**config.mk**
```make
export PLATFORM = sky130hd
export DESIGN_NAME = utf8_to_utf16_decoder_core
export DESIGN_NICKNAME = d
export VERILOG_FILES = /design/src/rtl/utd_pkg.sv /design/src/rtl/utd_decode.sv /design/src/rtl/utd_out_buf.sv /design/src/rtl/utf8_to_utf16_decoder_core.sv
export SDC_FILE = /design/constraint.sdc
export NUM_CORES = 1
export LEC_CHECK = 0
export BUFFER_PORTS_ARGS = -buffer_cell sky130_fd_sc_hd__buf_2
export CAP_MARGIN = 20
export CELL_PAD_IN_SITES_DETAIL_PLACEMENT = 0
export CELL_PAD_IN_SITES_GLOBAL_PLACEMENT = 2
export CORE_ASPECT_RATIO = 1.5
export CORE_MARGIN = 2
export CORE_UTILIZATION = 41
export CTS_CLUSTER_SIZE = 16
export DETAILED_ROUTE_END_ITERATION = 10
export GPL_ROUTABILITY_DRIVEN = 0
export PLACE_DENSITY = 0.92
export SKIP_LAST_GASP = 1
export SLEW_MARGIN = 30
export SYNTH_ARGS = -nofsm -noshare
export SYNTH_HDL_FRONTEND = slang
export SYNTH_SLANG_ARGS = --single-unit
export TNS_END_PERCENT = 10
```
**constraint.sdc**
```tcl
create_clock -name clk -period 6.7 [get_ports clk]
set_input_delay 1.34 -clock clk [delete_from_list [all_inputs] [get_ports clk]]
set_output_delay 1.34 -clock clk [all_outputs]
set_load 0.01 [all_outputs]
```
**src/rtl/utd_pkg.sv**
```systemverilog
// Shared types and constants for the UTF-8 to UTF-16 decoder core.
`timescale 1ns / 1ps

package utd_pkg;

  // Code points and byte classes
  localparam logic [15:0] REPLACEMENT_CHAR = 16'hFFFD;
  localparam logic [7:0]  LEAD2_LOW        = 8'hC2;
  localparam logic [7:0]  LEAD2_HIGH       = 8'hDF;
  localparam logic [7:0]  LEAD3_LOW        = 8'hE0;
  localparam logic [7:0]  LEAD3_HIGH       = 8'hEF;
  localparam logic [7:0]  LEAD3_SURR       = 8'hED;
  localparam logic [7:0]  LEAD4_LOW        = 8'hF0;
  localparam logic [7:0]  LEAD4_HIGH       = 8'hF4;
  localparam logic [7:0]  CONT_LOW         = 8'h80;
  localparam logic [7:0]  CONT_HIGH        = 8'hBF;
  localparam logic [7:0]  E0_CONT_LOW      = 8'hA0;
  localparam logic [7:0]  ED_CONT_HIGH     = 8'h9F;
  localparam logic [7:0]  F0_CONT_LOW      = 8'h90;
  localparam logic [7:0]  F4_CONT_HIGH     = 8'h8F;
  localparam logic [20:0] SUPP_BASE        = 21'h10000;
  localparam logic [15:0] HIGH_SURR_BASE   = 16'hD800;
  localparam logic [15:0] LOW_SURR_BASE    = 16'hDC00;

  // Pending sequence state
  typedef struct packed {
    logic [14:0] partial_point;
    logic [1:0]  bytes_left;
    logic [7:0]  next_low_bound;
    logic [7:0]  next_high_bound;
  } seq_state_t;

  localparam seq_state_t SEQ_RESET = '{
    partial_point:   15'd0,
    bytes_left:      2'd0,
    next_low_bound:  CONT_LOW,
    next_high_bound: CONT_HIGH
  };

  // One UTF-16 result unit
  typedef struct packed {
    logic [15:0] code_unit;
    logic        replaced;
    logic        run_last;
    logic        text_end;
  } unit_t;

  // All units caused by one input byte
  typedef struct packed {
    unit_t      first;
    unit_t      second;
    logic [1:0] count;
  } step_t;

endpackage

```
**src/rtl/utd_decode.sv**
```systemverilog
// Combinational step logic: one UTF-8 byte against the pending sequence state.
`timescale 1ns / 1ps

module utd_decode import utd_pkg::*; (
  input  logic [7:0] in_byte,
  input  logic       final_byte,
  input  seq_state_t cur,
  output seq_state_t nxt,
  output step_t      step
);

  always_comb begin
    seq_state_t lead_st;
    seq_state_t mid_st;
    logic       lead_emit;
    unit_t      lead_unit;
    logic       cont_ok;
    logic [20:0] cp;
    logic [19:0] offs;
    logic [1:0]  left_dec;
    logic        a_en;
    logic        b_en;
    logic        c_en;
    unit_t       a_unit;
    unit_t       b_unit;
    unit_t       c_unit;
    unit_t       repl_unit;

    repl_unit = '{code_unit: REPLACEMENT_CHAR, replaced: 1'b1,
                  run_last: 1'b0, text_end: 1'b0};

    // Classify the byte as a lead
    lead_st   = SEQ_RESET;
    lead_emit = 1'b0;
    lead_unit = '{code_unit: {8'd0, in_byte}, replaced: 1'b0,
                  run_last: 1'b0, text_end: 1'b0};
    if (!in_byte[7]) begin
      lead_emit = 1'b1;
    end else if (in_byte >= LEAD2_LOW && in_byte <= LEAD2_HIGH) begin
      lead_st.partial_point = {10'd0, in_byte[4:0]};
      lead_st.bytes_left    = 2'd1;
    end else if (in_byte >= LEAD3_LOW && in_byte <= LEAD3_HIGH) begin
      lead_st.partial_point = {11'd0, in_byte[3:0]};
      lead_st.bytes_left    = 2'd2;
      if (in_byte == LEAD3_LOW) lead_st.next_low_bound = E0_CONT_LOW;
      if (in_byte == LEAD3_SURR) lead_st.next_high_bound = ED_CONT_HIGH;
    end else if (in_byte >= LEAD4_LOW && in_byte <= LEAD4_HIGH) begin
      lead_st.partial_point = {12'd0, in_byte[2:0]};
      lead_st.bytes_left    = 2'd3;
      if (in_byte == LEAD4_LOW) lead_st.next_low_bound = F0_CONT_LOW;
      if (in_byte == LEAD4_HIGH) lead_st.next_high_bound = F4_CONT_HIGH;
    end else begin
      lead_emit = 1'b1;
      lead_unit = repl_unit;
    end

    // Continuation path: extend the code point, split into a pair if needed
    cont_ok  = (in_byte >= cur.next_low_bound) && (in_byte <= cur.next_high_bound);
    cp       = {cur.partial_point, in_byte[5:0]};
    offs     = 20'(cp - SUPP_BASE);
    left_dec = cur.bytes_left - 2'd1;

    a_en   = 1'b0;
    b_en   = 1'b0;
    a_unit = repl_unit;
    b_unit = lead_unit;
    mid_st = SEQ_RESET;

    if (cur.bytes_left == 2'd0) begin
      b_en   = lead_emit;
      mid_st = lead_st;
    end else if (cont_ok) begin
      if (left_dec == 2'd0) begin
        a_en = 1'b1;
        if (cp[20:16] != 5'd0) begin
          b_en   = 1'b1;
          a_unit = '{code_unit: HIGH_SURR_BASE + {6'd0, offs[19:10]}, replaced: 1'b0,
                     run_last: 1'b0, text_end: 1'b0};
          b_unit = '{code_unit: LOW_SURR_BASE + {6'd0, offs[9:0]}, replaced: 1'b0,
                     run_last: 1'b0, text_end: 1'b0};
        end else begin
          a_unit = '{code_unit: cp[15:0], replaced: 1'b0,
                     run_last: 1'b0, text_end: 1'b0};
        end
      end else begin
        mid_st.partial_point = cp[14:0];
        mid_st.bytes_left    = left_dec;
      end
    end else begin
      // Drop the cut-short sequence, then re-examine the byte as a lead
      a_en   = 1'b1;
      b_en   = lead_emit;
      mid_st = lead_st;
    end

    // Flush a pending sequence at the end of the text
    c_unit = repl_unit;
    c_en   = final_byte && (mid_st.bytes_left != 2'd0);
    nxt    = final_byte ? SEQ_RESET : mid_st;

    // Pack the enabled units in order
    step.first  = a_en ? a_unit : (b_en ? b_unit : c_unit);
    step.second = a_en ? (b_en ? b_unit : c_unit) : c_unit;
    step.count  = {1'b0, a_en} + {1'b0, b_en} + {1'b0, c_en};

    // Mark the last unit of the byte
    if (step.count == 2'd2) begin
      step.second.run_last = 1'b1;
      step.second.text_end = final_byte;
    end else begin
      step.first.run_last = 1'b1;
      step.first.text_end = final_byte;
    end
  end

endmodule

```
**src/rtl/utd_out_buf.sv**
```systemverilog
// Result register holding the one or two units of a byte and handing them out in order.
`timescale 1ns / 1ps

module utd_out_buf import utd_pkg::*; (
  input  logic        clk,
  input  logic        rst,
  input  logic        load,
  input  step_t       step,
  input  logic        out_stall,
  output logic        out_valid,
  output logic        free,
  output logic [15:0] code_unit,
  output logic        replaced,
  output logic        run_last,
  output logic        text_end
);

  logic  res_valid;
  logic  res_two;
  logic  res_sel;
  unit_t first;
  unit_t second;
  unit_t shown;

  assign shown     = res_sel ? second : first;
  assign out_valid = res_valid;
  assign code_unit = shown.code_unit;
  assign replaced  = shown.replaced;
  assign run_last  = shown.run_last;
  assign text_end  = shown.text_end;

  // Empty, or the last unit leaves this cycle
  assign free = !res_valid || (!out_stall && (!res_two || res_sel));

  // Advance control: load a new item, step to the second unit, or drain
  always_ff @(posedge clk) begin
    if (rst) begin
      res_valid <= 1'b0;
      res_two   <= 1'b0;
      res_sel   <= 1'b0;
    end else if (load) begin
      res_valid <= 1'b1;
      res_two   <= (step.count == 2'd2);
      res_sel   <= 1'b0;
    end else if (res_valid && !out_stall) begin
      if (res_two && !res_sel) begin
        res_sel <= 1'b1;
      end else begin
        res_valid <= 1'b0;
      end
    end
  end

  // Hold the unit payloads
  always_ff @(posedge clk) begin
    if (load) begin
      first  <= step.first;
      second <= step.second;
    end
  end

endmodule

```
**src/rtl/utf8_to_utf16_decoder_core.sv**
```systemverilog
// An accepted byte is held in the input register and then decoded into the result register.
// Throughput: one byte per cycle while the result register is free; a byte that yields a
// surrogate pair, or a replacement then another unit, holds that register for both units.
// Reset (synchronous, active high) empties both stages and returns the pending
// sequence to none, with the continuation bounds at 0x80..0xBF.
`timescale 1ns / 1ps

module utf8_to_utf16_decoder_core import utd_pkg::*; (
  input  logic        clk,
  input  logic        rst,
  input  logic        in_valid,
  output logic        in_stall,
  input  logic [7:0]  in_byte,
  input  logic        final_byte,
  output logic        out_valid,
  input  logic        out_stall,
  output logic [15:0] code_unit,
  output logic        replaced,
  output logic        run_last,
  output logic        text_end
);

  logic       s1_valid;
  logic [7:0] s1_byte;
  logic       s1_final;
  seq_state_t seq;
  seq_state_t seq_next;
  step_t      step;
  logic       buf_free;
  logic       s1_move;
  logic       in_take;

  // Items with no unit leave without waiting for the result register
  assign s1_move  = s1_valid && ((step.count == 2'd0) || buf_free);
  assign in_stall = s1_valid && !s1_move;
  assign in_take  = in_valid && !in_stall;

  // Input register
  always_ff @(posedge clk) begin
    if (rst) begin
      s1_valid <= 1'b0;
    end else if (in_take) begin
      s1_valid <= 1'b1;
    end else if (s1_move) begin
      s1_valid <= 1'b0;
    end
  end

  always_ff @(posedge clk) begin
    if (in_take) begin
      s1_byte  <= in_byte;
      s1_final <= final_byte;
    end
  end

  // Sequence state advances as each item leaves the input register
  always_ff @(posedge clk) begin
    if (rst) begin
      seq <= SEQ_RESET;
    end else if (s1_move) begin
      seq <= seq_next;
    end
  end

  utd_decode u_decode (
    .in_byte    (s1_byte),
    .final_byte (s1_final),
    .cur        (seq),
    .nxt        (seq_next),
    .step       (step)
  );

  utd_out_buf u_out_buf (
    .clk       (clk),
    .rst       (rst),
    .load      (s1_move && (step.count != 2'd0)),
    .step      (step),
    .out_stall (out_stall),
    .out_valid (out_valid),
    .free      (buf_free),
    .code_unit (code_unit),
    .replaced  (replaced),
    .run_last  (run_last),
    .text_end  (text_end)
  );

endmodule
```
==> impl_metrics.py <==
metrics = {
    "clock_network": {
        "cts_root_buf": "clkbuf_16",
        "cts_tree": "built",
        "ctsResizeCount": 0,
        "cts_hold_buf": 0,
        "postCtsSetupBuffers": 0,
        "clockBufferDepth": 2,
        "clkSinkCount": 67,
        "clock_latency_ns": 0.33,
        "cts_buffers": 9,
        "cts_htree_levels": 3,
        "clk_pin_slew_ns": 0.05,
    },
    "sta": {
        "max_slew.worst_pin.slew_ns": 0.877,
        "setup_viol": 0,
        "timing.final.crit_share_pct": 81.8,
        "slew_violations": 0,
        "max_slew_margin_pct": 41.6,
        "fin_crit_ns": 5.48,
        "hold_violations": 0,
        "fin_setup_tns_ns": 0,
        "fmax_ghz": 0.183,
        "clock_skew_ns": 0.00572,
        "grt_setup_unrepaired": "no",
    },
    "logic_synthesis": {
        "synth_area_leader_cell": "edfxtp_1",
        "ys_ff_latch": 67,
        "syn_avg_cell_area_um2": 10.4,
        "yosysWarnings": 0,
        "ys.flop_type": "edfxtp_1",
        "yosysSeqAreaShare_pct": 49.8,
        "mappedNetlistNets": 361,
        "synthTopCellsByArea": "edfxtp_1 (36%), dfxtp_1 (14%), mux2_2 (3.8%), inv_1 (3.2%), nand2_1 (3.0%)",
        "syn_area_um2": 3530,
        "synth_edf_count": 42,
        "synth_commonest_cells": "edfxtp_1 (42), inv_1 (30), nand2_1 (28)",
        "synth_cells": 339,
        "synth-async-reset-ratio_pct": 0,
        "synth.top_cell.area_share_pct": 35.7,
        "synth_cell_types": 60,
        "yosysMostFrequentCell": "edfxtp_1",
    },
    "setup_path": {
        "critPathKind": "reg -> out",
        "r2r_setup_slack_ns": 2.13,
        "r2r_end": "s1_byte[2]$_DFFE_PP_",
        "start_kind": "flip-flop",
        "worstPathMaxFanout": 17,
        "cp-end-kind": "output port",
        "critical_path_required_ns": 5.36,
        "timing.rr.start": "s1_byte[5]$_DFFE_PP_",
        "reg2reg_depth": 11,
        "arrival_ns": 4.14,
    },
    "run_status": {
        "status": "complete, no violations",
    },
    "routing": {
        "wl_per_cell_um": 17.2,
        "vias": 2758,
        "wl_um": 8200,
        "ant_nets": 0,
        "dr.first_iter.drc_count": 246,
        "vias_per_cell": 5.78,
        "drt_pass1_iterations": 4,
        "drc": 0,
    },
    "placed_design": {
        "port_buffers": 33,
        "hpwlAfterDp_um": 5900,
    },
    "layout": {
        "n_antenna_cell": 0,
        "area_delta_synth_final_pct": 15.0,
        "drive_gt1_share_pct": 19.7,
        "nets": 387,
        "fill_cells": 792,
    },
    "global_routing": {
        "gr-total-overflow": 0,
        "antenna_found_initial": 0,
        "grt_max_degree": 35,
        "grt.total_usage_pct": 18.7,
        "grt_pass1_vias": 2575,
        "grt_pass1_wl_um": 13200,
    },
    "floorplanning": {
        "die_h_um": 118,
        "die_width_um": 79.8,
        "ios": 34,
        "die-area_um2": 9390,
        "core_um2": 8410,
        "initial_utilization_pct": 42.0,
        "fp-row-count": 41,
    },
    "hold_path": {
        "hp-start": "seq[5]$_SDFFE_PP1P_",
        "min_delay_path_depth": 1,
        "hold_end": "seq[5]$_SDFFE_PP1P_",
        "min_path_type": "reg -> reg",
    },
    "power_and_ir_drop": {
        "p_per_area_nw_per_um2": 252,
        "power.total_mw": 1.02,
        "vdd_ir_drop_max_v": 0.000149,
        "p_leak_nw": 1.48,
    },
    "flow_run": {
        "maxCapViolCount": 0,
    },
}
metal layers:
metal | vias up | routed length, um | track usage, %
met1 | 1312 | 3460 | 22.9
met2 | 82 | 3930 | 29.2
li1 | 1337 | - | -
met4 | 0 | 378 | 11.8
met5 | - | 0 | 0
met3 | 27 | 430 | 4.37
registers in the layout (all words and copies together) (netlist names):
name                 cells
s1_byte                  8
s1_final                 1
s1_valid                 1
seq                     21
u_out_buf.first         19
u_out_buf.out_valid      1
u_out_buf.res_sel        1
u_out_buf.res_two        1
u_out_buf.second        14
logic make-up after synthesis:
group | count (synthesis) | synth area share, %
AO/OA/AOI/OAI | 100 | 22.1
multiplexers | 14 | 4.39
adder cells (fa/ha/maj) | 9 | 3.40
AND/OR/NAND/NOR | 98 | 14.4
flip-flops | 67 | 49.8
XOR/XNOR | 1 | 0.248
buffers and inverters | 50 | 5.66
critical path, stage by stage, from the launching register on:
cell      delay [ns]
edfxtp_1        0.54
ha_1            0.39
nand4_2         0.14
o311a_4         0.44
a211oi_4        0.61
nor2_1          0.17
nand3b_1        0.23
fa_1            0.60
nand2_1         0.09
o211ai_1        0.23
inv_1           0.11
nand2_1         0.10
inv_1           0.04
buf_2           0.13
stage by stage:
step / area (um^2) / cells / worst slack (ns) / util [%] / hold slack [ns]
detailed placement: 3760 / 461 / 1.59 / 44.7 / 0.451
CTS: 4060 / 477 / 1.22 / 48.3 / 0.463
global route: 4060 / 477 / 0.933 / 48.3 / 0.509
global placement: 3760 / 461 / 1.72 / 44.7 / 0.449
floorplan: 3530 / 339 / 2.32 / - / 0.435
finish: 4060 / 477 / 1.22 / 48.3 / 0.460
report_power, final:
part           switching [mW]  total, mW  internal, mW
Sequential             0.0137      0.468         0.454
Clock                   0.160      0.483         0.323
Combinational          0.0453     0.0717        0.0264
Total                   0.219       1.02         0.804
layout by cell type (no fill, tap or decap), types with 4 or more instances in the layout:
master / n
nor3_1: 5
clkbuf_16: 9
o211ai_1: 8
a32o_1: 4
o22ai_1: 4
a21oi_1: 8
or3_1: 4
edfxtp_1: 42
o21ai_0: 15
inv_1: 29
nor2_1: 21
a211oi_1: 4
o21ai_1: 12
buf_2: 33
nand2_1: 28
a32oi_1: 11
nor4_1: 6
nand3_1: 7
dfxtp_1: 25
nand2b_1: 4
nor2b_1: 5
mux2_2: 12
ha_1: 8
cell type report:
cell class | count | area (um^2) | area share (%)
sequential | 67 | 1760 | 43.3
multi-input combinational | 222 | 1580 | 38.8
clock buffer | 12 | 236 | 5.82
timing repair buffer | 34 | 173 | 4.25
tap | 107 | 134 | 3.29
inverter | 31 | 116 | 2.86
clock inverter | 4 | 67.6 | 1.66
how the worst max path moves through the flow:
stage | startpoint | to | slack (ns) | cells after the start
2_1_floorplan | s1_byte[5]$_DFFE_PP_ | in_stall | 2.32 | 12
3_3_place_gp | s1_byte[5]$_DFFE_PP_ | in_stall | 1.72 | 13
3_5_place_dp | s1_byte[5]$_DFFE_PP_ | in_stall | 1.59 | 13
4_1_cts | s1_byte[5]$_DFFE_PP_ | in_stall | 1.22 | 13
5_1_grt | s1_byte[5]$_DFFE_PP_ | in_stall | 0.93 | 13
6_report | s1_byte[5]$_DFFE_PP_ | in_stall | 1.22 | 13
No activity file was read; power rests on OpenSTA's default activity.
